==> src/rtl/core/pidaw_pkg.sv <==
// Shared types, register indexes, step codes and saturation helpers for the PID controller.
package pidaw_pkg;

    // Input item of one control sample
    typedef struct packed {
        logic signed [31:0] setpoint;
        logic signed [31:0] measured;
        logic               rate_valid;
        logic signed [31:0] measured_rate;
        logic signed [31:0] out_min;
        logic signed [31:0] out_max;
    } in_t;

    // Result item of one control sample
    typedef struct packed {
        logic signed [31:0] drive;
        logic               clamped;
    } out_t;

    // Configuration register file contents
    typedef struct packed {
        logic [23:0] prop_gain;
        logic [23:0] int_gain;
        logic [23:0] deriv_gain;
        logic [16:0] filter_coeff;
        logic [23:0] sample_period;
        logic [23:0] inv_sample_period;
    } cfg_t;

    localparam int unsigned CfgIdxW  = 3;
    localparam int unsigned CfgDataW = 24;

    // Configuration register indexes
    typedef enum logic [CfgIdxW-1:0] {
        CFG_PROP_GAIN     = 3'd0,
        CFG_INT_GAIN      = 3'd1,
        CFG_DERIV_GAIN    = 3'd2,
        CFG_FILTER_COEFF  = 3'd3,
        CFG_SAMPLE_PERIOD = 3'd4,
        CFG_INV_PERIOD    = 3'd5
    } cfg_idx_t;

    localparam logic [23:0] RstPropGain    = 24'd0;
    localparam logic [23:0] RstIntGain     = 24'd0;
    localparam logic [23:0] RstDerivGain   = 24'd0;
    localparam logic [16:0] RstFilterCoeff = 17'd65536;
    localparam logic [23:0] RstSamplePer   = 24'd167772;
    localparam logic [23:0] RstInvPer      = 24'd25600;

    // Datapath step codes issued by the sequencer
    typedef enum logic [3:0] {
        OP_NONE,
        OP_LOAD,
        OP_DIFF,
        OP_INT,
        OP_LAG,
        OP_PROP,
        OP_DERIV,
        OP_IHI,
        OP_ILO,
        OP_SUM,
        OP_COMMIT
    } dp_op_t;

    // Saturate a 64-bit signed value to 32 bits
    function automatic logic signed [31:0] sat32(input logic signed [63:0] v);
        logic signed [31:0] r;
        if (v > 64'sh0000_0000_7FFF_FFFF)
            r = 32'sh7FFF_FFFF;
        else if (v < 64'shFFFF_FFFF_8000_0000)
            r = 32'sh8000_0000;
        else
            r = v[31:0];
        return r;
    endfunction

    // Saturate a 64-bit signed value to 48 bits
    function automatic logic signed [47:0] sat48(input logic signed [63:0] v);
        logic signed [47:0] r;
        if (v > 64'sh0000_7FFF_FFFF_FFFF)
            r = 48'sh7FFF_FFFF_FFFF;
        else if (v < 64'shFFFF_8000_0000_0000)
            r = 48'sh8000_0000_0000;
        else
            r = v[47:0];
        return r;
    endfunction

endpackage

==> src/rtl/core/pidaw_ctrl.sv <==
// Sequencer for the PID controller: steps the shared multiplier and owns the handshakes.
module pidaw_ctrl (
    input  logic              clk,
    input  logic              rst_n,
    input  logic              in_valid,
    output logic              in_ready,
    output logic              out_valid,
    input  logic              out_ready,
    output pidaw_pkg::dp_op_t op
);

    typedef enum logic [3:0] {
        ST_IDLE,
        ST_DIFF,
        ST_INT,
        ST_LAG,
        ST_PROP,
        ST_DERIV,
        ST_IHI,
        ST_ILO,
        ST_SUM,
        ST_DONE
    } state_t;

    state_t state_reg;
    state_t state_next;
    logic   out_valid_reg;
    logic   out_valid_next;

    // Advance one datapath step per cycle; idle and done wait on the handshakes
    always_comb
    begin
        state_next     = state_reg;
        out_valid_next = out_valid_reg && !out_ready;
        op             = pidaw_pkg::OP_NONE;
        case (state_reg)
            ST_IDLE:
            begin
                if (in_valid)
                begin
                    op         = pidaw_pkg::OP_LOAD;
                    state_next = ST_DIFF;
                end
            end
            ST_DIFF:
            begin
                op         = pidaw_pkg::OP_DIFF;
                state_next = ST_INT;
            end
            ST_INT:
            begin
                op         = pidaw_pkg::OP_INT;
                state_next = ST_LAG;
            end
            ST_LAG:
            begin
                op         = pidaw_pkg::OP_LAG;
                state_next = ST_PROP;
            end
            ST_PROP:
            begin
                op         = pidaw_pkg::OP_PROP;
                state_next = ST_DERIV;
            end
            ST_DERIV:
            begin
                op         = pidaw_pkg::OP_DERIV;
                state_next = ST_IHI;
            end
            ST_IHI:
            begin
                op         = pidaw_pkg::OP_IHI;
                state_next = ST_ILO;
            end
            ST_ILO:
            begin
                op         = pidaw_pkg::OP_ILO;
                state_next = ST_SUM;
            end
            ST_SUM:
            begin
                op         = pidaw_pkg::OP_SUM;
                state_next = ST_DONE;
            end
            ST_DONE:
            begin
                // Commit only once the output register is free
                if (!out_valid_reg || out_ready)
                begin
                    op             = pidaw_pkg::OP_COMMIT;
                    out_valid_next = 1'b1;
                    state_next     = ST_IDLE;
                end
            end
            default:
            begin
                state_next = ST_IDLE;
            end
        endcase
    end

    // Hold state and output valid
    always_ff @(posedge clk or negedge rst_n)
    begin
        if (!rst_n)
        begin
            state_reg     <= ST_IDLE;
            out_valid_reg <= 1'b0;
        end
        else
        begin
            state_reg     <= state_next;
            out_valid_reg <= out_valid_next;
        end
    end

    assign in_ready  = (state_reg == ST_IDLE);
    assign out_valid = out_valid_reg;

endmodule

==> config.mk <==
export PLATFORM = sky130hd
export DESIGN_NAME = pidaw_ctrl
export DESIGN_NICKNAME = d
export VERILOG_FILES = /design/src/rtl/core/pidaw_pkg.sv /design/src/rtl/core/pidaw_ctrl.sv
export SDC_FILE = /design/constraint.sdc
export NUM_CORES = 1
export LEC_CHECK = 0
export ABC_AREA = 0
export BUFFER_PORTS_ARGS = -buffer_cell sky130_fd_sc_hd__buf_2
export CAP_MARGIN = 25
export CORE_AREA = 2 2 39 41
export CTS_BUF_LIST = sky130_fd_sc_hd__clkbuf_8
export CTS_CLUSTER_DIAMETER = 40
export DETAILED_ROUTE_END_ITERATION = 8
export DIE_AREA = 0 0 41 43
export HOLD_SLACK_MARGIN = 0.15
export PLACE_DENSITY = 0.46
export SLEW_MARGIN = 10
export SYNTH_ARGS = -nofsm -noshare
export SYNTH_HDL_FRONTEND = slang
export SYNTH_SLANG_ARGS = --single-unit
==> constraint.sdc <==
create_clock -name clk -period 1.18 [get_ports clk]
set_input_delay 0 -clock clk [delete_from_list [all_inputs] [get_ports clk]]
set_output_delay 0 -clock clk [all_outputs]
set_load 0.02 [all_outputs]
# Word level (Yosys, flattened, before mapping)
# Index checks and enable logic that the tools add are counted.
dict set report totals {
  register_bits 5
  inputBits 4
  out_inout_bits 6
  wordCells 27
}
dict set report op_classes {
  eq_ne 11
  n_mux 8
  reduce_logical 6
}
# op count
set ops {}
lappend ops {{$pmux W4 S10} 2}
lappend ops {{$eq A4 B3 Y1 const B} 4}
lappend ops {{$mux W4} 3}
lappend ops {{$eq A4 B2 Y1 const B} 2}
lappend ops {{$eq A4 B4 Y1 const B} 2}
lappend ops {{$eq A4 B1 Y1 const B} 1}
lappend ops {{$logic_not A4 Y1} 1}
lappend ops {{$ne A2 B2 Y1 const B} 2}
lappend ops {{$mux W1} 3}
lappend ops {{$logic_not A1 Y1} 2}
lappend ops {{$reduce_and A2 Y1} 1}
lappend ops {{$logic_and A1 B1 Y1} 1}
lappend ops {{$logic_or A1 B1 Y1} 1}

# Longest topological paths before layout
# Gate-level depths: netlist of run 1.
dict set report depth {
  ltp_word 4
  depth_mapped 4
  depth_no_buf 3
}

# Worst setup path after synthesis of run 1
# OpenSTA, ideal clock, no wires.
dict set report synth_timing {
  path_kind {reg-to-output}
  from {reg out_valid_reg (netlist: out_valid)}
  to {out op[3]}
  arrival_ns 1.235
  t_required_ns 1.180
  setup_slack_ns -0.055
  stages_incl_launch_ff 4
  n_path_buf 0
  path_cell_list {dfrtp_1 > nor2b_1 > and2_1 > o21ai_0}
}
dict set report synth_via {
  elab_chain_cells 4
}
# item line
set synth_rtl {}
lappend synth_rtl {{start, declared} pidaw_ctrl.sv:27} ;# logic out_valid_reg;
lappend synth_rtl {{start signal, assigned} pidaw_ctrl.sv:113} ;# out_valid_reg <= out_valid_next;
lappend synth_rtl {{$logic_not A1 Y1} pidaw_ctrl.sv:88} ;# if (!out_valid_reg || out_ready)
lappend synth_rtl {{$logic_or A1 B1 Y1} pidaw_ctrl.sv:88}
lappend synth_rtl {{$mux W4} pidaw_ctrl.sv:88}
lappend synth_rtl {{$pmux W4 S10} pidaw_ctrl.sv:36} ;# case (state_reg)
lappend synth_rtl {{end, declared} pidaw_ctrl.sv:9} ;# output pidaw_pkg::dp_op_t op
# Every way passes these cells.

# Final worst setup path of run 1
dict set report layout_timing {
  from {reg state_reg[1]}
  to {out op[0]}
}
dict set report layout_via {
  elab_chain_cells 2
  elab_cells_between_ends 11
  classes_between {eq/ne: 9; mux: 1; reduce/logical: 1}
}
# item line
set layout_rtl {}
lappend layout_rtl {{start, declared} pidaw_ctrl.sv:25} ;# state_t state_reg;
lappend layout_rtl {{start signal, assigned} pidaw_ctrl.sv:112} ;# state_reg <= state_next;
lappend layout_rtl {{$eq A4 B4 Y1, or another cell as far along} pidaw_ctrl.sv:36}
lappend layout_rtl {{$pmux W4 S10 *} pidaw_ctrl.sv:36}
# Every way passes the cells marked *; elsewhere a longest branch is shown, timed or not.

==> results of run 1 <==
[what timing repair did]
| action | in CTS | in global routing |
|---|---|---|
| resized for setup | 10 | 2 |
| pin swaps | 5 | 2 |
| buffers inserted | 2 | 2 |
| setup endpoints to repair | 5 | 6 |
| endpoints found under the hold margin | 7 | 2 |
[layer usage]
metal	routed length, um	part of all wire	GRT usage	up-vias
met5	0	0	0	-
met4	14	0.022	0.100	0
met3	18	0.029	0.0157	2
met2	313	0.50	0.100	6
met1	280	0.45	0.0879	124
li1	-	-	-	136
[critical path, cell delays in order, from the launching register on]
cell	delay, ns
dfrtp_1	0.40
nor2_2	0.16
mux2_4	0.33
nor2_4	0.08
buf_6	0.11
[power by group through the flow]
stage	sequential (mW)	clock, mW	combinational [mW]
6_report	0.367	0.303	1.12
5_1_grt	0.379	0.326	1.20
4_1_cts	0.363	0.315	0.994
3_5_place_dp	0.368	0	0.790
3_3_place_gp	0.367	0	0.794
2_1_floorplan	0.312	0	0.596
[cells in the final DEF (no fill, tap or decap), types with 2 or more instances in the layout]
cell type      instances
buf_2                  6
dlygate4sd3_1          2
nor2_1                 5
inv_1                  2
buf_4                  7
dfrtp_1                4
buf_6                  3
nand2_1                2
clkbuf_8               3
[path summary, 6_finish.rpt]
| kind | slack (ns) | endpoint | startpoint | depth (start not counted) |
|---|---|---|---|---|
| setup / recovery | -0.13 | op[0] | state_reg[1]$_DFFE_PN0P_ | 4 |
| hold / removal | 0.07 | state_reg[0]$_DFFE_PN0P_ | out_ready | 4 |
| setup reg to reg | -0.01 | state_reg[0]$_DFFE_PN0P_ | state_reg[1]$_DFFE_PN0P_ | 4 |
| hold reg to reg | 0.64 | state_reg[2]$_DFFE_PN0P_ | state_reg[3]$_DFFE_PN0P_ | 1 |
| max in group asynchronous | 0.29 | state_reg[0]$_DFFE_PN0P_ | rst_n | 3 |
| min in group asynchronous | 0.69 | state_reg[3]$_DFFE_PN0P_ | rst_n | 3 |
[metrics by stage]
step	hold slack (ns)	total power [mW]	area [um2]	worst slack, ns
final	0.0679	1.79	497	-0.132
after global routing	0.0845	1.90	497	-0.195
after CTS	0.0617	1.67	469	-0.128
after detailed placement	-0.183	1.16	360	0.0602
after global placement	-0.180	1.16	360	0.0697
after floorplan	-0.296	0.908	283	0.0768
[final cells by class]
type / instances / area, um2 / area share
Tap cell: 16 / 20.0 / 0.0403
Multi-Input combinational cell: 22 / 165 / 0.332
Timing Repair Buffer: 18 / 136 / 0.275
Clock inverter: 1 / 3.75 / 0.00756
Sequential cell: 5 / 126 / 0.254
Inverter: 1 / 3.75 / 0.00756
Clock buffer: 3 / 41.3 / 0.0831
[kinds of logic after synthesis]
group           count (synthesis)  synth area share
xor+xnor                        2            0.0639
simple gates                   14             0.247
flops                           5             0.457
compound gates                  5             0.128
buf+inv                         3            0.0502
mux                             1            0.0548
==> impl_metrics.csv, run 1 <==
group,metric,value,unit
power,irDropWorstVdd,1.29,mV
routing,route.detailed.drc,0,
sta,fmax,762,MHz
worst_hold_path,min_path_type,"in2reg",
synthesis,ys_seq_elements,5,
synthesis,synth_flop_cell,"dfrtp_1",
layout,layout-drive-gt1-share,0.600,
placement,place.gp.congestion,0.643,
clock_tree,cts_hold_buf,2,
run,maxCapViolCount,0,
layout,fin_nets,55,
global_routing,grt_remaining_overflow,0,
die,fp-row-count,14,
clock_tree,numCtsBuffers,3,
synthesis,yosysSeqAreaShare,0.457,
routing,post_drt_wl_per_cell,9.50,um
layout,diodes,0,
synthesis,yosys_warnings,0,
sta,slew_headroom,0.798,
synthesis,synth_top_area_frac,0.457,
sta,rsz0062_at_grt,"yes",
routing,vias,268,
placement,portBuffers,9,
synthesis,ys_top_cells_by_area,"dfrtp_1 46%, nor2_1 8.2%, mux2_4 5.5%, nand2_1 4.1%, buf_2 3.7%",
synthesis,synthCells,30,
placement,hpwl,422,um
global_routing,grt_pass1_wl,862,um
routing,ant_nets,0,
layout,syn2layout_area_growth,81.3,%
outcome,status,"complete, but fails checks",
power,p_leak,0.243,nW
routing,dr.pass1.iters,2,
sta,finalSetupViolCount,6,
synthesis,async_flop_share,1.00,
sta,period_share,1.11,
clock_tree,clock_path_buffers,2,
power,p_int,1.08,mW
synthesis,netlist.top_cell.by_area,"dfrtp_1",
die,initial_utilization,0.198,
layout,largest_reg_flops,4,
synthesis,synth.avg_cell_area,9.13,um2
synthesis,synth_edf_count,0,
synthesis,synth_nets,34,
power,power.share.clock,0.169,
placement,placed_cells,56,
die,die_area,1760,um2
outcome,violations,"negative setup slack",
worst_setup_path,cp_max_fo,3,
global_routing,antenna_found_initial,0,
worst_setup_path,required,1.18,ns
layout,fillers,145,
clock_tree,cts_htree_levels,1,
layout,final_util,0.359,
power,p_switching,0.713,mW
clock_tree,insertion_delay,0.22,ns
power,seqPwrFrac,0.205,
power,combPwrFrac,0.626,
synthesis,ys_top_cells_by_count,"6 x nor2_1, 5 x dfrtp_1, 3 x nand2_1",
routing,wirelength,627,um
worst_setup_path,startpoint_type,"flop",
synthesis,synthesis.area,274,um2
clock_tree,cts_tree,"yes",
sta,clock_skew,0.000440,ns
global_routing,grt_use_total,0.0776,
power,switching_share,0.399,
worst_setup_path,end_kind,"output port",
clock_tree,cts_sinks,5,
worst_setup_path,crit_type,"reg2out",
sta,hold_violations,0,
worst_setup_path,arrival,1.31,ns
synthesis,synth_cell_types,17,
sta,post-route-min-period,1.31,ns
sta,slew_viol_final,0,
sta,worst_pin_slew,0.303,ns
clock_tree,path_clk_slew,0.03,ns
sta,setup_ws,-0.132,ns
power,power_density,3600,nW/um2
global_routing,grt_max_degree,10,
sta,setup-tns-final,-0.421,ns
global_routing,grt_pass1_vias,237,
clock_tree,root_buffer,"clkbuf_8",
synthesis,synth.most_common_cell,"nor2_1",
die,io_pins,10,
die,die_x,41,um
die,coreArea,1380,um2
routing,drt-initial-drc-count,2,
routing,vias_per_cell,4.06,
layout,layout.cells.non_filler,66,
die,die_h,43,um
(Power assumes the default switching activity.)
==> run 2, diff against run 1 <==
--- a/config.mk
+++ b/config.mk
@@ -15,6 +15,7 @@
 export DIE_AREA = 0 0 41 43
 export HOLD_SLACK_MARGIN = 0.15
 export PLACE_DENSITY = 0.46
+export SKIP_CTS_REPAIR_TIMING = 1
 export SLEW_MARGIN = 10
 export SYNTH_ARGS = -nofsm -noshare
 export SYNTH_HDL_FRONTEND = slang
==> impl_metrics.csv, run 2 (synthesis gave the netlist of run 1 again) <==
group,metric,value,unit
outcome,status,"complete, but fails checks",
outcome,violations,"negative setup slack",
power,p_total,1.63,mW
worst_setup_path,rrSetupSlack,0.14,ns
clock_tree,path_clk_slew,0.03,ns
sta,worst_pin_slew,0.281,ns
layout,multiInputGateArea,149,um2
power,p_switching,0.664,mW
sta,slew_viol_final,0,
placement,hpwl,422,um
worst_setup_path,end_kind,"output port",
global_routing,grtUsageMet2,0.0875,
layout,final-seq-area,126,um2
die,fp-row-count,14,
layout,layout-drive-gt1-share,0.500,
die,coreArea,1380,um2
global_routing,grt_use_total,0.0737,
clock_tree,clock_path_buffers,2,
clock_tree,cts_tree,"yes",
global_routing,grt_remaining_overflow,0,
global_routing,antenna_found_initial,0,
power,p_int,0.971,mW
clock_tree,numCtsBuffers,3,
power,p_leak,0.223,nW
layout,final_cell_mix,"7 x buf_4, 6 x buf_2, 5 x nor2_1",
sta,clock_skew,0.000939,ns
worst_setup_path,cpMostUsedCell,"buf_4",
worst_setup_path,cp_max_fo,3,
layout,diodes,0,
clock_tree,insertion_delay,0.22,ns
clock_tree,cts_htree_levels,1,
routing,vias,253,
routing,drt-initial-drc-count,3,
global_routing,grt_pass1_wl,821,um
worst_hold_path,min_path_type,"in2reg",
power,switching_share,0.406,
routing,wirelength,583,um
global_routing,busiest_layer,"met4",
sta,slew_headroom,0.813,
routing,ant_nets,0,
global_routing,met1_usage,0.0882,
power,power.share.clock,0.187,
die,die_area,1760,um2
power,power_density,3570,nW/um2
power,irDropWorstVdd,1.26,mV
routing,dr.pass1.iters,2,
worst_setup_path,cp_slowest_cell,"dfrtp_1",
layout,mostFrequentLayoutCell,"buf_4",
sta,post-route-min-period,1.30,ns
worst_setup_path,crit_chain,"buf_4 -> xnor2_1 -> nor2_1 -> a21o_2 -> buf_4",
placement,portBuffers,9,
worst_setup_path,crit_type,"reg2out",
worst_setup_path,required,1.18,ns
global_routing,grt_pass1_vias,212,
die,initial_utilization,0.198,
routing,route.detailed.drc,0,
sta,rsz0062_at_grt,"yes",
global_routing,grt_max_degree,10,
layout,fillers,152,
power,seqPwrFrac,0.227,
die,io_pins,10,
run,maxCapViolCount,0,
worst_setup_path,path_buf_inv,2,
routing,post_drt_wl_per_cell,9.11,um
worst_setup_path,arrival,1.30,ns
sta,fmax,767,MHz
die,die_h,43,um
worst_setup_path,cpPeakStageDelay,0.40,ns
routing,vias_per_cell,3.95,
worst_setup_path,startpoint_type,"flop",
layout,syn2layout_area_growth,67.1,%
sta,setup_ws,-0.124,ns
sta,finalSetupViolCount,5,
sta,hold_violations,0,
clock_tree,root_buffer,"clkbuf_8",
placement,place.gp.congestion,0.643,
placement,preCtsSetupSlack,0.0602,ns
power,combPwrFrac,0.587,
worst_setup_path,cp_top_family,"flip-flops",
layout,largest_reg_flops,4,
sta,period_share,1.10,
die,die_x,41,um
clock_tree,cts_sinks,5,
sta,setup-tns-final,-0.390,ns
global_routing,grtUsageMet3,0.0157,
layout,fin_nets,53,
==> run 2: worst paths after layout <==
kind | startpoint | end | cells after the start
max in group asynchronous | rst_n | state_reg[0]$_DFFE_PN0P_ | 3
setup reg to reg | state_reg[1]$_DFFE_PN0P_ | state_reg[0]$_DFFE_PN0P_ | 3
min in group asynchronous | rst_n | out_valid$_DFF_PN0_ | 3
hold reg to reg | state_reg[0]$_DFFE_PN0P_ | state_reg[0]$_DFFE_PN0P_ | 1
setup / recovery | state_reg[1]$_DFFE_PN0P_ | op[1] | 5
hold / removal | out_ready | state_reg[0]$_DFFE_PN0P_ | 4
==> run 2: layout make-up <==
class / count / area share
flip-flops and latches: 5 / 0.276
inverters: 1 / 0.00820
clock buffers: 3 / 0.0902
clock inverters: 1 / 0.00820
repair buffers: 16 / 0.249
well taps: 16 / 0.0437
multi-input cells: 22 / 0.325
==> run 2: power groups by stage <==
stage | sequential [mW] | combinational, mW | clock [mW]
floorplan | 0.312 | 0.596 | 0
global placement | 0.367 | 0.794 | 0
detailed placement | 0.368 | 0.790 | 0
CTS | 0.365 | 0.794 | 0.315
global route | 0.384 | 1.03 | 0.326
finish | 0.371 | 0.959 | 0.305
==> run 2: worst reg2reg max path: stages (launching register included) <==
cell     delay, ns
dfrtp_1       0.40
nor2_2        0.14
mux2_4        0.34
a21oi_2       0.10
==> run 2: metrics by stage <==
step | hold slack, ns | instances | utilization | instance area (um2)
after floorplan | -0.296 | 30 | - | 283
final | 0.0832 | 64 | 0.331 | 458
after global placement | -0.180 | 56 | 0.260 | 360
after detailed placement | -0.183 | 56 | 0.260 | 360
after CTS | -0.418 | 60 | 0.293 | 405
after global routing | 0.117 | 64 | 0.331 | 458
==> run 2: per-layer routing <==
layer / share of wire / vias to the layer above
met4: 0.024 / 0
met3: 0.039 / 2
met5: 0 / -
met1: 0.45 / 113
li1: - / 132
met2: 0.48 / 6
==> run 3, diff against run 2 <==
==> constraint.sdc (replaced) <==
create_clock -name clk -period 1.27 [get_ports clk]
set_input_delay 0 -clock clk [delete_from_list [all_inputs] [get_ports clk]]
set_output_delay 0 -clock clk [all_outputs]
set_load 0.02 [all_outputs]
==> impl_metrics.csv, run 3 (synthesis gave the netlist of run 1 again) <==
group,metric,value,unit
sta,slew_viol_final,0,
layout,fin_nets,49,
clock_tree,root_buffer,"clkbuf_8",
power,irDropWorstVdd,1.27,mV
routing,vias_per_cell,4.23,
power,p_total,1.49,mW
routing,ant_nets,0,
routing,route.detailed.drc,0,
power,power_density,3390,nW/um2
global_routing,antenna_found_initial,0,
worst_setup_path,cpMostUsedCell,"nor2_4",
worst_setup_path,arrival,1.33,ns
layout,final_cell_mix,"7 x buf_2, 4 x nor2_1, 3 x nand2_1, 3 x clkbuf_8, 3 x dfrtp_2",
routing,dr.pass1.iters,2,
sta,worst_pin_slew,0.238,ns
sta,finalSetupViolCount,3,
die,die_area,1760,um2
clock_tree,cts_tree,"yes",
clock_tree,path_clk_slew,0.04,ns
die,die_x,41,um
sta,slew_headroom,0.841,
worst_setup_path,cpPeakStageDelay,0.44,ns
layout,fillers,146,
placement,place.gp.congestion,0.651,
worst_setup_path,cp_max_fo,4,
die,initial_utilization,0.198,
placement,portBuffers,9,
worst_setup_path,crit_chain,"nor2_4 -> mux2_4 -> nor2_4 -> buf_6",
global_routing,grt_use_total,0.0908,
outcome,violations,"negative setup slack",
sta,fmax,754,MHz
outcome,status,"complete, but fails checks",
sta,period_share,1.04,
power,p_leak,0.208,nW
run,maxCapViolCount,0,
die,die_h,43,um
global_routing,grt_remaining_overflow,0,
die,io_pins,10,
clock_tree,cts_htree_levels,1,
worst_setup_path,cp_slowest_cell,"dfrtp_2",
layout,largest_reg_flops,4,
routing,wirelength,674,um
worst_setup_path,crit_type,"reg2out",
layout,design_area,440,um2
clock_tree,clock_path_buffers,2,
die,coreArea,1380,um2
routing,post_drt_wl_per_cell,11.2,um
sta,hold_ws,0.0661,ns
routing,drt-initial-drc-count,3,
layout,multiInputGateArea,160,um2
sta,setup_ws,-0.0568,ns
clock_tree,numCtsBuffers,3,
routing,vias,254,
placement,placedInstanceArea,337,um2
placement,preCtsSetupSlack,0.144,ns
worst_setup_path,required,1.27,ns
layout,diodes,0,
clock_tree,insertion_delay,0.22,ns
clock_tree,cts_sinks,5,
sta,post-route-min-period,1.33,ns
layout,mostFrequentLayoutCell,"buf_2",
sta,rsz0062_at_grt,"yes",
sta,hold_violations,0,
layout,syn2layout_area_growth,60.7,%
layout,final-seq-area,129,um2
global_routing,grt_max_degree,10,
layout,layout-drive-gt1-share,0.568,
worst_setup_path,end_kind,"output port",
sta,clock_skew,0.00473,ns
worst_hold_path,min_path_type,"in2reg",
global_routing,grt_pass1_wl,966,um
worst_setup_path,startpoint_type,"flop",
die,fp-row-count,14,
global_routing,grt_pass1_vias,220,
run 3: changes by cell type in the layout (fill, tap and decap cells not counted), sizes merged:
cell         change
buf              -3
dlygate4sd3      -1
run 3: stage by stage:
step                setup TNS [ns]  instances  utilization
floorplan                        0         30            -
global placement                 0         54        0.243
detailed placement               0         54        0.243
CTS                         -0.117         58        0.276
global route                -0.301         60        0.318
finish                      -0.122         60        0.318
run 3: worst paths after layout:
path | slack (ns) | from | cells past startpoint | endpoint
setup / recovery | -0.06 | state_reg[2]$_DFFE_PN0P_ | 4 | op[0]
hold / removal | 0.07 | out_ready | 4 | state_reg[0]$_DFFE_PN0P_
setup reg to reg | 0.07 | state_reg[2]$_DFFE_PN0P_ | 4 | state_reg[0]$_DFFE_PN0P_
hold reg to reg | 0.54 | state_reg[3]$_DFFE_PN0P_ | 1 | state_reg[1]$_DFFE_PN0P_
max in group asynchronous | 0.99 | rst_n | 2 | state_reg[2]$_DFFE_PN0P_
min in group asynchronous | 0.12 | rst_n | 2 | state_reg[0]$_DFFE_PN0P_
run 3: area by class of cell:
| cell class | instances | area share |
|---|---|---|
| multi-input combinational | 22 | 0.364 |
| sequential | 5 | 0.293 |
| timing repair buffer | 12 | 0.188 |
| clock buffer | 3 | 0.0938 |
| tap | 16 | 0.0455 |
| clock inverter | 1 | 0.00852 |
| inverter | 1 | 0.00852 |
run 3: layer usage:
layer,track usage,up-vias,share of wire
li1,-,125,-
met1,0.118,120,0.43
met2,0.0938,7,0.48
met3,0.0628,2,0.071
met4,0.0800,0,0.018
met5,0,-,0
run 3: worst max-delay path, delay by kind of cell (launching register included):
| kind | cells | cell delay [ns] |
|---|---|---|
| buffers and inverters | 1 | 0.11 |
| flip-flops | 1 | 0.44 |
| multiplexers | 1 | 0.33 |
| AND/OR/NAND/NOR | 2 | 0.22 |
run 3: where the power goes:
group          total, mW  switching [mW]  internal, mW
clock network      0.290          0.0823         0.208
logic              0.823           0.423         0.400
registers          0.382           0.141         0.240
