[config.mk]
export PLATFORM = sky130hd
export DESIGN_NAME = pidaw_cfg
export DESIGN_NICKNAME = d
export VERILOG_FILES = /design/src/rtl/core/pidaw_pkg.sv /design/src/rtl/core/pidaw_cfg.sv
export SDC_FILE = /design/constraint.sdc
export NUM_CORES = 1
export LEC_CHECK = 0
export ABC_AREA = 1
export BUFFER_PORTS_ARGS = -buffer_cell sky130_fd_sc_hd__clkbuf_2
export CAP_MARGIN = 40
export CORE_MARGIN = 4
export CORE_UTILIZATION = 46
export DETAILED_ROUTE_END_ITERATION = 6
export GPL_ROUTABILITY_DRIVEN = 0
export PLACE_DENSITY_LB_ADDON = 0.2
export SETUP_SLACK_MARGIN = 0.15
export SYNTH_ARGS = -nofsm -noshare
export SYNTH_HDL_FRONTEND = slang
export SYNTH_SLANG_ARGS = --single-unit
[constraint.sdc]
create_clock -name clk -period 0.8 [get_ports clk]
set_input_delay 0.24 -clock clk [delete_from_list [all_inputs] [get_ports clk]]
set_output_delay 0.24 -clock clk [all_outputs]
set_load 0.02 [all_outputs]
[src/rtl/core/pidaw_pkg.sv]
// Shared types, register indexes, step codes and saturation helpers for the PID controller.
package pidaw_pkg;

    // Input item of one control sample
    typedef struct packed {
        logic signed [31:0] setpoint;
        logic signed [31:0] measured;
        logic               rate_valid;
        logic signed [31:0] measured_rate;
        logic signed [31:0] out_min;
        logic signed [31:0] out_max;
    } in_t;

    // Result item of one control sample
    typedef struct packed {
        logic signed [31:0] drive;
        logic               clamped;
    } out_t;

    // Configuration register file contents
    typedef struct packed {
        logic [23:0] prop_gain;
        logic [23:0] int_gain;
        logic [23:0] deriv_gain;
        logic [16:0] filter_coeff;
        logic [23:0] sample_period;
        logic [23:0] inv_sample_period;
    } cfg_t;

    localparam int unsigned CfgIdxW  = 3;
    localparam int unsigned CfgDataW = 24;

    // Configuration register indexes
    typedef enum logic [CfgIdxW-1:0] {
        CFG_PROP_GAIN     = 3'd0,
        CFG_INT_GAIN      = 3'd1,
        CFG_DERIV_GAIN    = 3'd2,
        CFG_FILTER_COEFF  = 3'd3,
        CFG_SAMPLE_PERIOD = 3'd4,
        CFG_INV_PERIOD    = 3'd5
    } cfg_idx_t;

    localparam logic [23:0] RstPropGain    = 24'd0;
    localparam logic [23:0] RstIntGain     = 24'd0;
    localparam logic [23:0] RstDerivGain   = 24'd0;
    localparam logic [16:0] RstFilterCoeff = 17'd65536;
    localparam logic [23:0] RstSamplePer   = 24'd167772;
    localparam logic [23:0] RstInvPer      = 24'd25600;

    // Datapath step codes issued by the sequencer
    typedef enum logic [3:0] {
        OP_NONE,
        OP_LOAD,
        OP_DIFF,
        OP_INT,
        OP_LAG,
        OP_PROP,
        OP_DERIV,
        OP_IHI,
        OP_ILO,
        OP_SUM,
        OP_COMMIT
    } dp_op_t;

    // Saturate a 64-bit signed value to 32 bits
    function automatic logic signed [31:0] sat32(input logic signed [63:0] v);
        logic signed [31:0] r;
        if (v > 64'sh0000_0000_7FFF_FFFF)
            r = 32'sh7FFF_FFFF;
        else if (v < 64'shFFFF_FFFF_8000_0000)
            r = 32'sh8000_0000;
        else
            r = v[31:0];
        return r;
    endfunction

    // Saturate a 64-bit signed value to 48 bits
    function automatic logic signed [47:0] sat48(input logic signed [63:0] v);
        logic signed [47:0] r;
        if (v > 64'sh0000_7FFF_FFFF_FFFF)
            r = 48'sh7FFF_FFFF_FFFF;
        else if (v < 64'shFFFF_8000_0000_0000)
            r = 48'sh8000_0000_0000;
        else
            r = v[47:0];
        return r;
    endfunction

endpackage

[src/rtl/core/pidaw_cfg.sv]
// Configuration register file for the PID controller.
module pidaw_cfg (
    input  logic                           clk,
    input  logic                           rst_n,
    input  logic                           cfg_wr_en,
    input  logic [pidaw_pkg::CfgIdxW-1:0]  cfg_index,
    input  logic [pidaw_pkg::CfgDataW-1:0] cfg_wdata,
    output pidaw_pkg::cfg_t                cfg
);

    pidaw_pkg::cfg_t cfg_reg;
    pidaw_pkg::cfg_t cfg_next;

    // Decode the write index
    always_comb
    begin
        cfg_next = cfg_reg;
        if (cfg_wr_en)
        begin
            case (pidaw_pkg::cfg_idx_t'(cfg_index))
                pidaw_pkg::CFG_PROP_GAIN:     cfg_next.prop_gain         = cfg_wdata;
                pidaw_pkg::CFG_INT_GAIN:      cfg_next.int_gain          = cfg_wdata;
                pidaw_pkg::CFG_DERIV_GAIN:    cfg_next.deriv_gain        = cfg_wdata;
                pidaw_pkg::CFG_FILTER_COEFF:  cfg_next.filter_coeff      = cfg_wdata[16:0];
                pidaw_pkg::CFG_SAMPLE_PERIOD: cfg_next.sample_period     = cfg_wdata;
                pidaw_pkg::CFG_INV_PERIOD:    cfg_next.inv_sample_period = cfg_wdata;
                default:                      cfg_next = cfg_reg;
            endcase
        end
    end

    // Hold register values
    always_ff @(posedge clk or negedge rst_n)
    begin
        if (!rst_n)
        begin
            cfg_reg.prop_gain         <= pidaw_pkg::RstPropGain;
            cfg_reg.int_gain          <= pidaw_pkg::RstIntGain;
            cfg_reg.deriv_gain        <= pidaw_pkg::RstDerivGain;
            cfg_reg.filter_coeff      <= pidaw_pkg::RstFilterCoeff;
            cfg_reg.sample_period     <= pidaw_pkg::RstSamplePer;
            cfg_reg.inv_sample_period <= pidaw_pkg::RstInvPer;
        end
        else
        begin
            cfg_reg <= cfg_next;
        end
    end

    assign cfg = cfg_reg;

endmodule

==> results of run 1 <==
per-stage QoR:
stage,TNS [ns],cells,hold WS (ns),utilization (%)
4_1_cts,-65.29,1039,-0.3653,90.07
3_5_place_dp,-51.52,910,0.07433,60.72
3_3_place_gp,-47.36,910,0.07341,60.72
2_1_floorplan,-12.88,603,-0.05559,-
cell families after synthesis:
logic type / count (synthesis)
flip-flops: 137
buffers and inverters: 39
AND/OR/NAND/NOR: 427
synth_stat cells:
| cell | number | area share [%] |
|---|---|---|
| buf_2 | 20 | 1.9 |
| nor2_1 | 2 | 0.14 |
| nand2_2 | 1 | 0.12 |
| nand2_1 | 324 | 23 |
| nor2_2 | 2 | 0.23 |
| dfstp_2 | 14 | 6.8 |
| inv_1 | 2 | 0.14 |
| dfrtp_1 | 123 | 57 |
| nor2_4 | 2 | 0.42 |
| buf_4 | 2 | 0.28 |
| nand3_1 | 96 | 8.9 |
| clkbuf_1 | 9 | 0.63 |
| inv_2 | 4 | 0.28 |
| buf_1 | 2 | 0.14 |
repair_timing:
item                                    CTS
hold endpoints to repair                123
gates cloned                             31
endpoints found under the setup margin  274
pin swaps                                61
resized for setup                       353
setup buffers                            66
==> results.sh, run 1 <==
export IMPL_outcome="stopped before the end"
export IMPL_failing_step="global routing"
export IMPL_firstError="[ERROR DPL-0038] Utilization greater than 100%, impossible to legalize"
export IMPL_grt_max_degree=33
export IMPL_synthXorXnorAreaFrac_pct=0
export IMPL_synth_top_family_by_area="simple AND/OR/NAND/NOR gates"
export IMPL_ys_types=14
export IMPL_synth_cells=603
export IMPL_top_level_ports=167
export IMPL_cts_made_buffers=17
export IMPL_io_buffers=166
export IMPL_initial_core_util_pct=47.03
export IMPL_worst_path_end_type="top-level output"
export IMPL_ys_ff_latch=137
export IMPL_synthAdderAreaFrac_pct=0
export IMPL_synth_nets=633
export IMPL_postGrtWorstEndpoint="cfg[64]"
export IMPL_synthSimpleGateAreaFrac_pct=32.50
export IMPL_clk_path_buf_depth=2
export IMPL_cts_sinks=137
export IMPL_synth_mux_area_share_pct=0
export IMPL_clockRootBuffer="clkbuf_16"
export IMPL_synth_compound_area_share_pct=0
export IMPL_dpl_cell_area_um2=6933
export IMPL_die_y_um=116.0
export IMPL_hpwl_um=11560
export IMPL_syn_area_per_cell_um2=8.906
export IMPL_htree_levels=4
export IMPL_yosysWarnings=0
export IMPL_place_worst_setup_slack_ns=-0.4401
export IMPL_core_rowCount=39
export IMPL_die_w_um=116.0
export IMPL_netlist_area_um2=5370
export IMPL_yosysSeqAreaShare_pct=64.17
==> run 2, diff against run 1 <==
--- a/config.mk
+++ b/config.mk
@@ -9,11 +9,10 @@
 export BUFFER_PORTS_ARGS = -buffer_cell sky130_fd_sc_hd__clkbuf_2
 export CAP_MARGIN = 40
 export CORE_MARGIN = 4
-export CORE_UTILIZATION = 46
+export CORE_UTILIZATION = 40
 export DETAILED_ROUTE_END_ITERATION = 6
 export GPL_ROUTABILITY_DRIVEN = 0
-export PLACE_DENSITY_LB_ADDON = 0.2
-export SETUP_SLACK_MARGIN = 0.15
+export PLACE_DENSITY_LB_ADDON = 0.15
 export SYNTH_ARGS = -nofsm -noshare
 export SYNTH_HDL_FRONTEND = slang
 export SYNTH_SLANG_ARGS = --single-unit
==> constraint.sdc (replaced) <==
create_clock -name clk -period 1.05 [get_ports clk]
set_input_delay 0.315 -clock clk [delete_from_list [all_inputs] [get_ports clk]]
set_output_delay 0.315 -clock clk [all_outputs]
set_load 0.02 [all_outputs]
==> run 2 against run 1 <==
Synthesized area unchanged; synthesized cell count unchanged; the flow now finishes, with violations (setup timing).
==> results.sh, run 2 <==
export IMPL_clock_fmax_ghz=0.7068
export IMPL_ys_types=14
export IMPL_hpwl_um=11720
export IMPL_worstSetupPathType="reg2out"
export IMPL_clockRootBuffer="clkbuf_16"
export IMPL_synth_edff_count=0
export IMPL_clock_latency_ns=0.41
export IMPL_io_buffers=166
export IMPL_drc=0
export IMPL_top_level_ports=167
export IMPL_initial_core_util_pct=40.71
export IMPL_tightest_slew_ns=0.3317
export IMPL_layout_common_cells="nand2_1, dfrtp_1, nand3_1"
export IMPL_period_needed_ns=1.415
export IMPL_synthFlopType="dfrtp_1"
export IMPL_setup_ws_ns=-0.3649
export IMPL_antenna_found_initial=0
export IMPL_worst_setup_path_end_kind="output pin"
export IMPL_synth_common_cells="nand2_1, dfrtp_1, nand3_1"
export IMPL_core_rowCount=42
export IMPL_yosysTopAreaCell="dfrtp_1"
export IMPL_cp_slowest_stage_delay_ns=0.57
export IMPL_synth_cells=603
export IMPL_yosysTopAreaCellShare_pct=57.32
export IMPL_syn_to_final_growth_pct=65.21
export IMPL_netlist_area_um2=5370
export IMPL_slowest_stage="dfstp_2"
export IMPL_synth_most_common_cell="nand2_1"
export IMPL_dpl_cell_area_um2=6641
export IMPL_hold_start="cfg_wdata[23]"
export IMPL_outcome="complete, but fails checks"
export IMPL_cts_sinks=137
export IMPL_start_kind="flop"
export IMPL_drt_pass1_iterations=5
export IMPL_layout_nets=890
export IMPL_fin_area_um2=8872
export IMPL_finalPower_mw=19.50
export IMPL_place_worst_setup_slack_ns=-0.2526
export IMPL_hold_path_class="in2reg"
export IMPL_p_leak_nw=4.812
export IMPL_design_die_area_um2=15340
export IMPL_yosysWarnings=0
export IMPL_drt_initial_drc_count=408
export IMPL_worstPathRequired_ns=0.73
export IMPL_htree_levels=4
export IMPL_die_y_um=123.9
export IMPL_min_period_over_period_pct=134.8
export IMPL_crit_arrival_ns=1.10
export IMPL_clk_pin_slew_ns=0.06
export IMPL_finalSetupViolations=137
export IMPL_finalHoldViolations=0
export IMPL_path_buf_inv=1
export IMPL_cts_made_buffers=17
export IMPL_wire_per_inst_um=17.19
export IMPL_ir_worst_vdd_mv=1.109
export IMPL_r2r_end="cfg[132]"
export IMPL_hold_end="cfg[23]"
export IMPL_clk_path_buf_depth=2
export IMPL_synthTopCellsByArea="dfrtp_1, nand2_1, nand3_1"
export IMPL_slew_viol_final=0
export IMPL_crit_path_cell_trace="buf_8"
export IMPL_worst_path_max_fanout=2
export IMPL_synth_nets=633
export IMPL_cts_tree="yes"
export IMPL_routed_wl_um=18020
export IMPL_r2r_start="cfg[132]"
export IMPL_viasPerCell=4.901
export IMPL_grt_usage_pct=23.35
export IMPL_violations="setup timing"
export IMPL_die_w_um=123.9
export IMPL_cpLargestDelayFamily="flip-flops"
export IMPL_grt_pass1_vias=4834
export IMPL_async_flop_share_pct=100.0
export IMPL_largest_reg_flops=137
export IMPL_yosysSeqAreaShare_pct=64.17
export IMPL_antenna_cells=0
export IMPL_min_path_cells=3
export IMPL_maxCapViolations=0
export IMPL_rsz0062_at_grt="true"
export IMPL_reg2reg_depth=4
export IMPL_layout_commonest_cell="nand2_1"
export IMPL_syn_area_per_cell_um2=8.906
export IMPL_grt_max_degree=63
export IMPL_drive_gt1_share_pct=37.39
export IMPL_worst_r2r_setup_slack_ns=0.17
export IMPL_via_count=5136
export IMPL_core_um2=13190
export IMPL_detail_route_antenna_nets=0
export IMPL_overflow=0
export IMPL_grt_pass1_wl_um=26640
export IMPL_slew_headroom_pct=77.89
export IMPL_fin_skew_ns=0
export IMPL_ys_ff_latch=137
export IMPL_power_density_nw_per_um2=2198
==> run 2: per-layer routing <==
metal,track usage [%],vias to the layer above,share of wire [%]
met5,0,-,0
met4,8.997,0,2.5
met3,6.767,38,6.9
met2,35.69,198,49
met1,31.52,2493,42
li1,-,2407,-
==> run 2: repair_timing <==
action                     in CTS  in global routing
resized for setup             126                244
gates cloned                    0                  0
hold buffers                    1                  0
hold endpoints to repair       17                  0
setup buffers                  34                 40
setup endpoints to repair     137                137
==> run 2: worst min-delay path: cells and delay by family <==
family	cells	cell delay [ns]
AND/OR/NAND/NOR	2	0.12
buffers and inverters	1	0.12
==> run 2: report_power, final <==
| group | internal (mW) | switching (mW) | total [mW] |
|---|---|---|---|
| Sequential | 6.36 | 0.802 | 7.16 |
| Clock | 4.08 | 2.18 | 6.26 |
| Combinational | 3.19 | 2.89 | 6.08 |
| Total | 13.6 | 5.87 | 19.5 |
==> run 2: cell families after synthesis <==
| kind of cell | Yosys count | synth area share (%) |
|---|---|---|
| buffers and inverters | 39 | 3.332 |
| DFF | 137 | 64.17 |
| and+or+nand+nor | 427 | 32.50 |
==> run 2: worst max-delay path by stage <==
stage | start | endpoint | slack (ns) | cells past startpoint
after floorplan | cfg_wr_en | cfg[100] | -0.02 | 6
after global placement | cfg_index[1] | cfg[25] | -0.20 | 6
after detailed placement | cfg_wr_en | cfg[102] | -0.25 | 7
after CTS | cfg[26] | cfg[26] | -0.40 | 1
after global routing | cfg[26] | cfg[26] | -0.40 | 1
final | cfg[26] | cfg[26] | -0.36 | 1
==> run 2: through the flow <==
step	instances	hold WS (ns)	TNS (ns)	util, %
after floorplan	603	0.01941	-0.4068	-
after global placement	942	0.2248	-20.61	50.35
after detailed placement	942	0.2199	-25.83	50.35
after CTS	1008	0.1655	-34.08	61.27
after global routing	1048	0.1875	-36.14	67.26
final	1048	0.1848	-31.33	67.26
==> run 2: area by class of cell <==
| cell class | count | area [um2] |
|---|---|---|
| clock buffer | 23 | 508.0 |
| clock inverter | 8 | 115.1 |
| fill | 1023 | 4318 |
| inverter | 6 | 22.52 |
| multi-input combinational | 427 | 1765 |
| sequential | 137 | 3446 |
| tap | 176 | 220.2 |
| timing repair buffer | 271 | 2795 |
Note: power is estimated with default switching activity, not from simulation.
==> run 3, diff against run 2 <==
--- a/config.mk
+++ b/config.mk
@@ -5,14 +5,12 @@
 export SDC_FILE = /design/constraint.sdc
 export NUM_CORES = 1
 export LEC_CHECK = 0
-export ABC_AREA = 1
 export BUFFER_PORTS_ARGS = -buffer_cell sky130_fd_sc_hd__clkbuf_2
 export CAP_MARGIN = 40
 export CORE_MARGIN = 4
 export CORE_UTILIZATION = 40
 export DETAILED_ROUTE_END_ITERATION = 6
 export GPL_ROUTABILITY_DRIVEN = 0
-export PLACE_DENSITY_LB_ADDON = 0.15
 export SYNTH_ARGS = -nofsm -noshare
 export SYNTH_HDL_FRONTEND = slang
 export SYNTH_SLANG_ARGS = --single-unit
==> run 3 against run 2 <==
The run still ends with setup timing left; die area grew 1.4%; clock-buffer cell count rose by 7; synthesized cell count fell by 51%; design area up 5.6%; setup slack improved by 0.015 ns; fmax increased by 1.1%; sequential power increased by 4.7%; global-route usage fell by 4.3 points; total power rose by 5.9%; sequential share of layout area down 2.1 points; critical path depth stayed put; critical path type unchanged; largest power group is now combinational cells.
==> results.sh, run 3 <==
export IMPL_viasPerCell=4.739
export IMPL_min_period_over_period_pct=133.3
export IMPL_clk_pin_slew_ns=0.05
export IMPL_antenna_cells=0
export IMPL_grt_max_degree=32
export IMPL_hold_start="cfg_wdata[20]"
export IMPL_drt_pass1_iterations=4
export IMPL_setup_ws_ns=-0.3500
export IMPL_slowest_stage="dfstp_2"
export IMPL_yosysTopAreaCellShare_pct=56.46
export IMPL_synth_nets=325
export IMPL_slew_headroom_pct=75.93
export IMPL_finalPower_mw=20.66
export IMPL_power_density_nw_per_um2=2205
export IMPL_synthTopCellsByArea="dfrtp_1, mux2_4, mux2_2"
export IMPL_synth_most_common_cell="dfrtp_1"
export IMPL_clock_latency_ns=0.41
export IMPL_finalHoldViolations=0
export IMPL_cts_made_buffers=17
export IMPL_drt_initial_drc_count=122
export IMPL_worstPathRequired_ns=0.73
export IMPL_syn_to_final_growth_pct=71.84
export IMPL_outcome="complete, but fails checks"
export IMPL_drive_gt1_share_pct=77.80
export IMPL_top_level_ports=167
export IMPL_violations="setup timing"
export IMPL_detail_route_antenna_nets=0
export IMPL_core_rowCount=42
export IMPL_overflow=0
export IMPL_clock_fmax_ghz=0.7143
export IMPL_tightest_slew_ns=0.3611
export IMPL_worstSetupPathType="reg2out"
export IMPL_layout_commonest_cell="dfrtp_1"
export IMPL_cts_tree="yes"
export IMPL_largest_reg_flops=137
export IMPL_hpwl_um=8830
export IMPL_ir_worst_vdd_mv=1.342
export IMPL_start_kind="flop"
export IMPL_grt_usage_pct=19.03
export IMPL_period_needed_ns=1.400
export IMPL_grt_pass1_vias=3924
export IMPL_fin_area_um2=9368
export IMPL_grt_pass1_wl_um=22840
export IMPL_syn_area_per_cell_um2=18.48
export IMPL_wire_per_inst_um=20.23
export IMPL_crit_path_cell_trace="buf_8"
export IMPL_fin_setup_tns_ns=-36.74
export IMPL_path_buf_inv=1
export IMPL_htree_levels=4
export IMPL_synthFlopType="dfrtp_1"
export IMPL_crit_arrival_ns=1.09
export IMPL_initial_core_util_pct=41.00
export IMPL_synth_cells=295
export IMPL_critPathLaunch="cfg[34]"
export IMPL_ys_ff_latch=137
export IMPL_hold_path_class="in2reg"
export IMPL_fin_skew_ns=0
export IMPL_worst_path_max_fanout=2
export IMPL_via_count=3630
export IMPL_design_die_area_um2=15560
export IMPL_yosysTopAreaCell="dfrtp_1"
export IMPL_layout_nets=607
export IMPL_maxCapViolations=0
export IMPL_yosysSeqAreaShare_pct=63.21
export IMPL_io_buffers=166
export IMPL_finalSetupViolations=222
export IMPL_layout_common_cells="dfrtp_1, mux2_4, buf_4"
export IMPL_worst_setup_path_end_kind="output pin"
export IMPL_drc=0
export IMPL_finalNonFillerCells=766
export IMPL_async_flop_share_pct=100.0
export IMPL_place_inst=643
export IMPL_die_y_um=124.7
export IMPL_place_worst_setup_slack_ns=-0.5305
export IMPL_dpl_cell_area_um2=6812
export IMPL_ys_types=11
export IMPL_p_leak_nw=4.583
export IMPL_rsz0062_at_grt="true"
export IMPL_cp_slowest_stage_delay_ns=0.56
export IMPL_routed_wl_um=15500
export IMPL_die_w_um=124.7
export IMPL_clk_path_buf_depth=2
export IMPL_r2r_start="cfg[134]"
export IMPL_cpLargestDelayFamily="flip-flops"
export IMPL_yosysWarnings=0
export IMPL_clockRootBuffer="clkbuf_16"
export IMPL_antenna_found_initial=0
export IMPL_cts_sinks=137
export IMPL_synth_common_cells="dfrtp_1, mux2_2, mux2_4"
export IMPL_core_um2=13300
export IMPL_synth_edff_count=0
export IMPL_netlist_area_um2=5451
export IMPL_slew_viol_final=0
run 3: logic make-up after synthesis:
| family | after synthesis | share of synthesized area [%] |
|---|---|---|
| AND/OR/NAND/NOR | 6 | 1.676 |
| flip-flops | 137 | 63.21 |
| multiplexers | 137 | 32.43 |
| buffers and inverters | 15 | 2.685 |
run 3: layer usage:
metal  routed length, um  part of all wire (%)  global-route usage [%]
met5                   0                     0                       0
met3                1022                   6.6                   6.604
met1                6449                    42                   23.91
met4                 187                   1.2                   6.576
met2                7836                    51                   30.66
run 3: per-stage QoR:
stage | hold WS, ns | utilization [%]
6_report | 0.2108 | 70.46
5_1_grt | 0.2038 | 70.46
4_1_cts | 0.1876 | 63.43
3_5_place_dp | 0.2478 | 51.23
3_3_place_gp | 0.2440 | 51.23
2_1_floorplan | 0.01941 | -
run 3: area by class of cell:
cell class	instances	area, um2
Timing Repair Buffer	278	3059
Clock inverter	2	10.01
Tap cell	176	220.2
Multi-Input combinational cell	143	2098
Fill cell	832	3928
Sequential cell	137	3446
Clock buffer	30	534.3
run 3: path summary, 6_finish.rpt:
check | depth (start not counted) | slack [ns] | endpoint
min reg2reg | 1 | 0.52 | cfg[16]
min in group asynchronous | 2 | 0.35 | cfg[38]
min | 2 | 0.21 | cfg[85]
max in group asynchronous | 3 | 0.14 | cfg[10]
max reg2reg | 3 | 0 | cfg[134]
max | 1 | -0.35 | cfg[34]
run 3: what timing repair did:
action | CTS | global route
hold endpoints to repair | 11 | 0
hold buffers | 1 | 0
pin swaps | 5 | 2
resized for setup | 140 | 284
setup endpoints to repair | 162 | 241
gates cloned | 4 | 2
buffers inserted | 46 | 41
run 3: where the power goes:
part | switching (mW) | total, mW | internal [mW]
sequential | 0.947 | 7.50 | 6.55
clock | 2.09 | 5.49 | 3.39
combinational | 2.94 | 7.67 | 4.72
total | 5.98 | 20.7 | 14.7
==> run 4, diff against run 3 <==
--- a/config.mk
+++ b/config.mk
@@ -11,6 +11,8 @@
 export CORE_UTILIZATION = 40
 export DETAILED_ROUTE_END_ITERATION = 6
 export GPL_ROUTABILITY_DRIVEN = 0
+export PLACE_DENSITY = 0.73
 export SYNTH_ARGS = -nofsm -noshare
 export SYNTH_HDL_FRONTEND = slang
 export SYNTH_SLANG_ARGS = --single-unit
+export TNS_END_PERCENT = 5
==> run 4 against run 3 <==
The run still ends with setup timing left; fmax decreased by 0.14%; core utilization shrank 13 points; first-iteration DRC count shrank 12%; via count fell by 9.9%; critical endpoint is now cfg[32]; highest routed layer unchanged.
==> results.sh, run 4 (synthesis results as in run 3) <==
export IMPL_min_period_over_period_pct=133.5
export IMPL_clk_path_buf_depth=2
export IMPL_cpLargestDelayFamily="flip-flops"
export IMPL_worst_path_max_fanout=2
export IMPL_outcome="complete, but fails checks"
export IMPL_period_needed_ns=1.402
export IMPL_antenna_found_initial=0
export IMPL_io_buffers=166
export IMPL_die_y_um=124.7
export IMPL_path_buf_inv=1
export IMPL_clk_pin_slew_ns=0.06
export IMPL_setup_ws_ns=-0.3520
export IMPL_worstPathRequired_ns=0.73
export IMPL_worst_setup_path_end_kind="output pin"
export IMPL_core_um2=13300
export IMPL_crit_path_cell_trace="buf_8"
export IMPL_dpl_cell_area_um2=6670
export IMPL_largest_reg_flops=137
export IMPL_fin_skew_ns=0
export IMPL_start_kind="flop"
export IMPL_maxCapViolations=0
export IMPL_clock_latency_ns=0.41
export IMPL_hold_start="cfg_wdata[22]"
export IMPL_finalSetupViolations=162
export IMPL_critPathLaunch="cfg[32]"
export IMPL_clock_fmax_ghz=0.7133
export IMPL_clockRootBuffer="clkbuf_16"
export IMPL_rsz0062_at_grt="true"
export IMPL_detail_route_antenna_nets=0
export IMPL_finalHoldViolations=0
export IMPL_cp_slowest_stage_delay_ns=0.56
export IMPL_r2r_start="cfg[32]"
export IMPL_drive_gt1_share_pct=72.65
export IMPL_drc=0
export IMPL_syn_to_final_growth_pct=41.15
export IMPL_antenna_cells=0
export IMPL_ir_worst_vdd_mv=1.167
export IMPL_initial_core_util_pct=41.00
export IMPL_overflow=0
export IMPL_violations="setup timing"
export IMPL_viasPerCell=4.833
export IMPL_power_density_nw_per_um2=2339
export IMPL_cts_made_buffers=17
export IMPL_wire_per_inst_um=19.79
export IMPL_hold_path_class="in2reg"
export IMPL_slowest_stage="dfstp_2"
export IMPL_grt_usage_pct=18.04
export IMPL_final_seq_area_um2=3446
export IMPL_grt_max_degree=33
export IMPL_die_w_um=124.7
export IMPL_grt_pass1_wl_um=21830
export IMPL_layout_nets=518
export IMPL_htree_levels=4
export IMPL_layout_commonest_cell="dfrtp_1"
export IMPL_cts_tree="yes"
export IMPL_via_count=3272
export IMPL_drt_initial_drc_count=107
export IMPL_core_rowCount=42
export IMPL_utilization_pct=57.88
export IMPL_grt_pass1_vias=3790
export IMPL_multiInputGateArea_um2=1893
export IMPL_worstSetupPathType="reg2out"
export IMPL_p_leak_nw=3.667
export IMPL_hpwl_um=9540
export IMPL_slew_headroom_pct=77.27
export IMPL_design_die_area_um2=15560
export IMPL_drt_pass1_iterations=4
export IMPL_place_worst_setup_slack_ns=-0.5626
export IMPL_top_level_ports=167
export IMPL_layout_common_cells="dfrtp_1, mux2_4, mux2_2"
export IMPL_routed_wl_um=13400
export IMPL_fin_area_um2=7695
export IMPL_nFillCells=1018
export IMPL_fin_setup_tns_ns=-32.12
export IMPL_slew_viol_final=0
export IMPL_crit_arrival_ns=1.09
export IMPL_cts_sinks=137
export IMPL_tightest_slew_ns=0.3396
-- run 4: cell types whose count changed in the layout (fill, tap and decap cells not counted), moves of 3 or more --
cell        before  now
mux2_4         117   67
clkinv_2         2    5
mux2_1           0    8
buf_4           88    8
mux2_2          20   62
clkbuf_2        25   49
buf_8           18   14
buf_16           4    0
buf_12          16   12
buf_2            0   55
clkinvlp_4       0    3
clkbuf_8        47    3
buf_6           82   47
-- run 4: timing repair --
| item | in CTS | in global routing |
|---|---|---|
| setup buffers | 0 | 1 |
| hold buffers | 1 | 0 |
| pin swaps | 1 | 1 |
| hold endpoints to repair | 78 | 0 |
| gates resized for setup | 44 | 203 |
| setup endpoints to repair | 204 | 182 |
-- run 4: metal layers --
metal | global-route usage [%] | up-vias | wire length, um
met4 | 8.124 | 0 | 276
met2 | 30.88 | 105 | 7148
met5 | 0 | - | 0
met3 | 5.403 | 23 | 597
met1 | 20.83 | 1703 | 5375
li1 | - | 1441 | -
-- run 4: worst paths after layout --
check / cells past startpoint / slack (ns) / to
setup / recovery: 1 / -0.35 / cfg[32]
hold / removal: 2 / 0.19 / cfg[111]
setup reg to reg: 2 / 0.19 / cfg[32]
hold reg to reg: 1 / 0.50 / cfg[52]
max in group asynchronous: 3 / 0.20 / cfg[41]
min in group asynchronous: 2 / 0.33 / cfg[131]
-- run 4: cell type report --
| type | count | area share [%] |
|---|---|---|
| clock buffer | 24 | 6.130 |
| clock inverter | 8 | 0.6179 |
| multi-input combinational | 143 | 24.60 |
| sequential | 137 | 44.78 |
| tap | 176 | 2.862 |
| timing repair buffer | 189 | 21.01 |
-- run 4: per-stage QoR --
step           power, mW  hold slack (ns)  instances
5_1_grt            18.82           0.1795        677
2_1_floorplan      10.06          0.01941        295
4_1_cts            17.58           0.1694        676
3_3_place_gp       11.85           0.1730        643
3_5_place_dp       12.01           0.1771        643
6_report           18.00           0.1923        677
-- run 4: power by group --
group          internal (mW)  switching (mW)  leakage (nW)
combinational           2.75            2.63          1.79
sequential              6.55           0.815          1.62
clock                   3.12            2.13         0.250
total                   12.4            5.58          3.67
